[src/rtl/core/spk_pkg.sv]
package spk_pkg;

    localparam int unsigned WORD_W    = 32;
    localparam int unsigned IDX_W     = 5;
    localparam int unsigned CFG_IDX_W = 2;

    typedef logic [WORD_W-1:0] t_word;

    typedef enum logic {
        ST_IDLE,
        ST_RUN
    } t_state;

    typedef enum logic [CFG_IDX_W-1:0] {
        KEY_IDX_ZERO  = 2'd0,
        KEY_IDX_ONE   = 2'd1,
        KEY_IDX_TWO   = 2'd2,
        KEY_IDX_THREE = 2'd3
    } t_key_idx;

    // controller -> datapath
    typedef struct packed {
        logic             load;
        logic             step;
        logic             emit;
        logic [IDX_W-1:0] round_idx;
    } t_dp_cmd;

    function automatic t_word rol3(input t_word v);
        return {v[WORD_W-4:0], v[WORD_W-1:WORD_W-3]};
    endfunction

    function automatic t_word ror8(input t_word v);
        return {v[7:0], v[WORD_W-1:8]};
    endfunction

endpackage

[src/rtl/core/spk_datapath.sv]
module spk_datapath
    import spk_pkg::*;
(
    input  logic                 i_clk,
    input  logic                 i_rst_n,
    input  t_dp_cmd              i_cmd,
    input  logic                 i_cfg_we,
    input  logic [CFG_IDX_W-1:0] i_cfg_index,
    input  t_word                i_cfg_data,
    input  t_word                i_plain_x,
    input  t_word                i_plain_y,
    output t_word                o_cipher_x,
    output t_word                o_cipher_y
);

    t_word r_key0, r_key1, r_key2, r_key3;
    t_word r_x, r_y, r_s, r_l0, r_l1, r_l2;
    t_word r_out_x, r_out_y;
    t_word n_x, n_y, n_s, n_l;

    always_ff @(posedge i_clk) begin
        if (!i_rst_n) begin
            r_key0 <= '0;
            r_key1 <= '0;
            r_key2 <= '0;
            r_key3 <= '0;
        end else if (i_cfg_we) begin
            unique case (t_key_idx'(i_cfg_index))
                KEY_IDX_ZERO:  r_key0 <= i_cfg_data;
                KEY_IDX_ONE:   r_key1 <= i_cfg_data;
                KEY_IDX_TWO:   r_key2 <= i_cfg_data;
                KEY_IDX_THREE: r_key3 <= i_cfg_data;
                default:       r_key0 <= r_key0;
            endcase
        end
    end

    // round and key schedule step side by side
    always_comb begin
        n_x = (ror8(r_x) + r_y) ^ r_s;
        n_y = rol3(r_y) ^ n_x;
        n_l = (r_s + ror8(r_l0)) ^ {{(WORD_W-IDX_W){1'b0}}, i_cmd.round_idx};
        n_s = rol3(r_s) ^ n_l;
    end

    // l words shift through a three-deep line; head is always r_l0
    always_ff @(posedge i_clk) begin
        if (i_cmd.load) begin
            r_x  <= i_plain_x;
            r_y  <= i_plain_y;
            r_s  <= r_key0;
            r_l0 <= r_key1;
            r_l1 <= r_key2;
            r_l2 <= r_key3;
        end else if (i_cmd.step) begin
            r_x  <= n_x;
            r_y  <= n_y;
            r_s  <= n_s;
            r_l0 <= r_l1;
            r_l1 <= r_l2;
            r_l2 <= n_l;
        end
        if (i_cmd.emit) begin
            r_out_x <= r_x;
            r_out_y <= r_y;
        end
    end

    assign o_cipher_x = r_out_x;
    assign o_cipher_y = r_out_y;

endmodule

[src/rtl/core/spk_ctrl.sv]
module spk_ctrl
    import spk_pkg::*;
#(
    parameter int unsigned ROUND_COUNT = 27
) (
    input  logic    i_clk,
    input  logic    i_rst_n,
    input  logic    i_in_valid,
    output logic    o_in_ready,
    output logic    o_out_valid,
    input  logic    i_out_ready,
    output t_dp_cmd o_cmd
);

    localparam logic [IDX_W-1:0] LAST = IDX_W'(ROUND_COUNT);

    t_state           r_state, n_state;
    logic [IDX_W-1:0] r_cnt;
    logic             r_out_valid;
    logic             out_free;
    logic             rounds_done;

    assign out_free    = !r_out_valid || i_out_ready;
    assign rounds_done = (r_cnt == LAST);

    always_comb begin
        n_state = r_state;
        unique case (r_state)
            ST_IDLE: if (i_in_valid) n_state = ST_RUN;
            ST_RUN:  if (rounds_done && out_free) n_state = ST_IDLE;
            default: n_state = ST_IDLE;
        endcase
    end

    always_comb begin
        o_cmd.load      = 1'b0;
        o_cmd.step      = 1'b0;
        o_cmd.emit      = 1'b0;
        o_cmd.round_idx = r_cnt;
        o_in_ready      = 1'b0;
        unique case (r_state)
            ST_IDLE: begin
                o_in_ready = 1'b1;
                o_cmd.load = i_in_valid;
            end
            ST_RUN: begin
                o_cmd.step = !rounds_done;
                o_cmd.emit = rounds_done && out_free;
            end
            default: o_in_ready = 1'b0;
        endcase
    end

    always_ff @(posedge i_clk) begin
        if (!i_rst_n) begin
            r_state     <= ST_IDLE;
            r_cnt       <= '0;
            r_out_valid <= 1'b0;
        end else begin
            r_state <= n_state;
            if (o_cmd.load) begin
                r_cnt <= '0;
            end else if (o_cmd.step) begin
                r_cnt <= r_cnt + 1'b1;
            end
            if (o_cmd.emit) begin
                r_out_valid <= 1'b1;
            end else if (i_out_ready) begin
                r_out_valid <= 1'b0;
            end
        end
    end

    assign o_out_valid = r_out_valid;

    a_emit_after_last: assert property (@(posedge i_clk) disable iff (!i_rst_n)
        o_cmd.emit |-> (r_state == ST_RUN && r_cnt == LAST))
        else $error("result emitted before last round");

    a_load_starts_run: assert property (@(posedge i_clk) disable iff (!i_rst_n)
        o_cmd.load |=> (r_state == ST_RUN && r_cnt == '0))
        else $error("load did not start round zero");

    a_cnt_bound: assert property (@(posedge i_clk) disable iff (!i_rst_n)
        r_cnt <= LAST)
        else $error("round counter past last round");

    a_valid_from_emit: assert property (@(posedge i_clk) disable iff (!i_rst_n)
        $rose(r_out_valid) |-> $past(o_cmd.emit))
        else $error("output valid without emit");

endmodule

[src/rtl/core/speck64_128_block_encrypt.sv]
// Channel  Direction  Handshake                      Payload
// s_axis   in         s_axis_tvalid / s_axis_tready  plain_x, plain_y
// m_axis   out        m_axis_tvalid / m_axis_tready  cipher_x, cipher_y
// cfg      in         i_cfg_valid / o_cfg_ready      key word index, key word
//
// A block goes through the accept cycle that loads the words and key, one round
// per cycle through a single round/key-schedule unit, and the cycle that moves
// the result into the output register.
// A new block is taken once the previous one has reached the output register.
// If the output register is still full at the last round, the block waits.
// Reset clears the key words and control; the cfg channel is always ready.
module speck64_128_block_encrypt
    import spk_pkg::*;
#(
    parameter int unsigned ROUND_COUNT = 27
) (
    input  logic                 i_clk,
    input  logic                 i_rst_n,
    input  logic                 s_axis_tvalid,
    output logic                 s_axis_tready,
    input  logic [63:0]          s_axis_tdata,  // plain_x[31:0], plain_y[63:32]
    output logic                 m_axis_tvalid,
    input  logic                 m_axis_tready,
    output logic [63:0]          m_axis_tdata,  // cipher_x[31:0], cipher_y[63:32]
    input  logic                 i_cfg_valid,
    output logic                 o_cfg_ready,
    input  logic [CFG_IDX_W-1:0] i_cfg_index,
    input  logic [WORD_W-1:0]    i_cfg_data
);

    t_dp_cmd cmd;
    t_word   cipher_x, cipher_y;

    assign o_cfg_ready = 1'b1;

    spk_ctrl #(
        .ROUND_COUNT (ROUND_COUNT)
    ) u_ctrl (
        .i_clk       (i_clk),
        .i_rst_n     (i_rst_n),
        .i_in_valid  (s_axis_tvalid),
        .o_in_ready  (s_axis_tready),
        .o_out_valid (m_axis_tvalid),
        .i_out_ready (m_axis_tready),
        .o_cmd       (cmd)
    );

    spk_datapath u_datapath (
        .i_clk       (i_clk),
        .i_rst_n     (i_rst_n),
        .i_cmd       (cmd),
        .i_cfg_we    (i_cfg_valid),
        .i_cfg_index (i_cfg_index),
        .i_cfg_data  (i_cfg_data),
        .i_plain_x   (s_axis_tdata[31:0]),
        .i_plain_y   (s_axis_tdata[63:32]),
        .o_cipher_x  (cipher_x),
        .o_cipher_y  (cipher_y)
    );

    assign m_axis_tdata = {cipher_y, cipher_x};

endmodule
[config.mk]
export PLATFORM = sky130hd
export DESIGN_NAME = speck64_128_block_encrypt
export DESIGN_NICKNAME = d
export VERILOG_FILES = /design/src/rtl/core/spk_pkg.sv /design/src/rtl/core/spk_datapath.sv /design/src/rtl/core/spk_ctrl.sv /design/src/rtl/core/speck64_128_block_encrypt.sv
export SDC_FILE = /design/constraint.sdc
export NUM_CORES = 1
export LEC_CHECK = 0
export ABC_AREA = 1
export BUFFER_PORTS_ARGS = -buffer_cell sky130_fd_sc_hd__buf_2
export CORE_AREA = 3 3 207 209
export CTS_CLUSTER_SIZE = 14
export DETAILED_ROUTE_END_ITERATION = 8
export DIE_AREA = 0 0 210 212
export GPL_ROUTABILITY_DRIVEN = 0
export PLACE_DENSITY = 0.69
export SYNTH_ARGS = -nofsm -noshare
export SYNTH_HDL_FRONTEND = slang
export SYNTH_SLANG_ARGS = --single-unit
[constraint.sdc]
create_clock -name i_clk -period 8.2 [get_ports i_clk]
set_input_delay 2.05 -clock i_clk [delete_from_list [all_inputs] [get_ports i_clk]]
set_output_delay 2.05 -clock i_clk [all_outputs]
set_load 0.05 [all_outputs]
==> impl_metrics.csv <==
group,metric,value,unit
yosys,synth_top_area_share,37.5,%
drt,drt_pass1_iterations,6,
critical_path,worstPathMaxFanout,125,
floorplan,ioPinCount,170,
drt,wirelength,56600,µm
pwr,p_comb_share,47.0,%
job,timing.max_cap.violations,0,
cts,ctsHoldBuffers,0,
final_layout,drive_gt1_share,10.7,%
cts,insertion_delay,0.58,ns
drt,drcViolationCount,0,
floorplan,start_util,49.9,%
pwr,ir_drop,201,µV
timing,tightest_slew,1.21,ns
yosys,post_synth.cell_area_avg,7.96,µm²
drt,routedLengthMet1,23700,µm
yosys,ys.flop_type,"edfxtp_1",
drt,drt_iter0_markers,1502,
critical_path,timing_worst_setup_path_type,"in -> reg",
yosys,yosys_warnings,0,
timing,relSlewSlack,19.2,%
pwr,p_leak,10.9,nW
cts,root_buffer,"clkbuf_16",
drt,viasPerCell,5.29,
timing,setup_viol,0,
yosys,ys_seq_area_share,50.7,%
global_route,grt_antenna_before_repair,0,
floorplan,die_x,210,µm
timing,finalHoldViolCount,0,
cts,clock_tree.buffer_depth,3,
drt,postRouteAntennaNets,0,
timing,rsz0062_at_grt,"false",
drt,dr_total_vias,17400,
placed_design,pre_cts_slack,3.81,ns
hold_path,hold_path.class,"reg -> reg",
pwr,p_int,0.00560,W
cts,cts_resized,0,
pwr,power.share.clock,19.3,%
final_layout,final_cells,3280,
cts,tritoncts,"done",
timing,tns,0,ns
floorplan,rows,74,
global_route,groute.usage.overall,25.1,%
drt,wl_met2,25700,µm
yosys,synth.top_cells.by_area,"edfxtp_1 (38%), nand2_1 (15%), dfxtp_1 (13%)",
final_layout,nNetsFinal,2883,
drt,top_layer,"met4",
outcome,status,"completed",
pwr,power.switching,0.00429,W
floorplan,core-area,41000,µm²
global_route,grt_max_degree,132,
pwr,power_density,426,nW/µm²
timing,period_share,45.7,%
yosys,synth.distinct_cells,44,
placed_design,portBuffers,168,
drt,met3_length,4500,µm
timing,layout_setup_ws,4.45,ns
yosys,ys_ff_latch,391,
final_layout,syn_to_final_growth,13.2,%
yosys,synthCells,2572,
pwr,p_sw_share,43.4,%
final_layout,nFillCells,3787,
cts,cts_setup_buffers,0,
yosys,synthArstFlopShare,0,%
floorplan,die-area,44500,µm²
critical_path,worstSetupEndpointType,"flip-flop",
timing,maxSlewViolCount,0,
global_route,grt_pass1_vias,16400,
timing,max_freq,267,MHz
yosys,synth_top_cell_by_area,"edfxtp_1",
cts,cts_buffers,41,
placed_design,hpwl,41500,µm
drt,wl_per_cell,17.3,µm
critical_path,start_kind,"input pin",
global_route,overflow,0,
critical_path,worstPathRequired,8.48,ns
timing,fin_crit,3.75,ns
placed_design,placed_cells_incl_taps,3204,
cts,clkSlewWorstSetupHoldPaths,0.06,ns
floorplan,fp.dieH,212,µm
timing,skew,0.0187,ns
cts,clock-sinks,391,
final_layout,n_antenna_cell,0,
pwr,seqPwrFrac,33.6,%
yosys,synth_area,20500,µm²
global_route,grt_pass1_wl,87000,µm
yosys,syn_nets,2740,
critical_path,arrival,4.03,ns
cts,h-tree-depth,2,
yosys,synth_edf_count,256,
kinds of logic after synthesis:
family,after synthesis,synth area share [%]
AND/OR/NAND/NOR,1268,25.0
buffers and inverters,407,7.63
multiplexers,4,0.196
AO/OA/AOI/OAI,360,9.06
adder cells (fa/ha/maj),65,4.04
other,1,0.0183
flip-flops,391,50.7
XOR/XNOR,76,3.36
synth_stat cells (all sizes together), types with 4 or more instances:
master and count:
a21oi 90, a31oi 4, buf 26, clkbuf 57, dfxtp 135, edfxtp 256, ha 63, inv 324
mux2i 4, nand2 824, nand3 110, nand3b 5, nand4 16, nor2 286, nor3 14, o21ai 253
o21bai 8, or2 11, xnor2 29, xor2 47
worst max-delay path, stage by stage:
cell and delay [ns]:
buf_2 0.11, nand2_4 0.24, inv_6 0.71, buf_4 0.67, o21ai_0 0.19
per-stage QoR:
step / power (W) / area, µm² / hold WS [ns] / util [%]
6_report: 0.00988 / 23200 / 0.447 / 56.5
5_1_grt: 0.0107 / 23200 / 0.469 / 56.5
4_1_cts: 0.00986 / 23200 / 0.447 / 56.5
3_5_place_dp: 0.00794 / 21800 / 0.436 / 53.1
3_3_place_gp: 0.00782 / 21800 / 0.434 / 53.1
2_1_floorplan: 0.00659 / 20500 / 0.424 / -
layout by cell type (no fill, tap or decap), drive strengths merged, types with 8 or more instances in the layout:
cell type and instances:
dfxtp 135, xor2 47, edfxtp 256, nand3 110, a21oi 90, xnor2 29
o21bai 8, buf 183, nand2 824, or2 11, inv 325, nand4 16
nor3 14, o21ai 253, clkbuf 65, ha 63, nor2 286
path summary, 6_finish.rpt:
kind	from	endpoint	slack, ns	depth (start not counted)
worst min-delay path	u_datapath.r_key3[6]	u_datapath.r_key3[6]	0.45	2
worst min register to register	u_datapath.r_key3[6]	u_datapath.r_key3[6]	0.45	2
worst max register to register	u_ctrl.r_cnt[0]	u_datapath.r_l1[23]	5.36	7
worst max-delay path	s_axis_tvalid	u_datapath.r_x[24]	4.45	5
metal layers:
layer  track usage, %  vias up
li1                 -     8529
met1             33.0     8032
met2             40.9      671
met3             3.82      132
met4             12.2        0
met5                0        -
power by group through the flow:
stage                     combinational [W]  sequential, W  clock, W
after floorplan                     0.00350        0.00309         0
after global placement              0.00447        0.00335         0
after detailed placement            0.00458        0.00336         0
after CTS                           0.00461        0.00332   0.00194
after global routing                0.00528        0.00336   0.00202
final                               0.00465        0.00333   0.00191
final cells by class:
type | instances | area [µm²] | share of cell area (%)
Sequential cell | 391 | 10400 | 44.8
Tap cell | 532 | 666 | 2.87
Multi-Input combinational cell | 1774 | 8560 | 36.9
Inverter | 324 | 1220 | 5.27
Clock buffer | 65 | 1260 | 5.44
Timing Repair Buffer | 183 | 953 | 4.11
Clock inverter | 11 | 131 | 0.567
(Power assumes the default switching activity.)
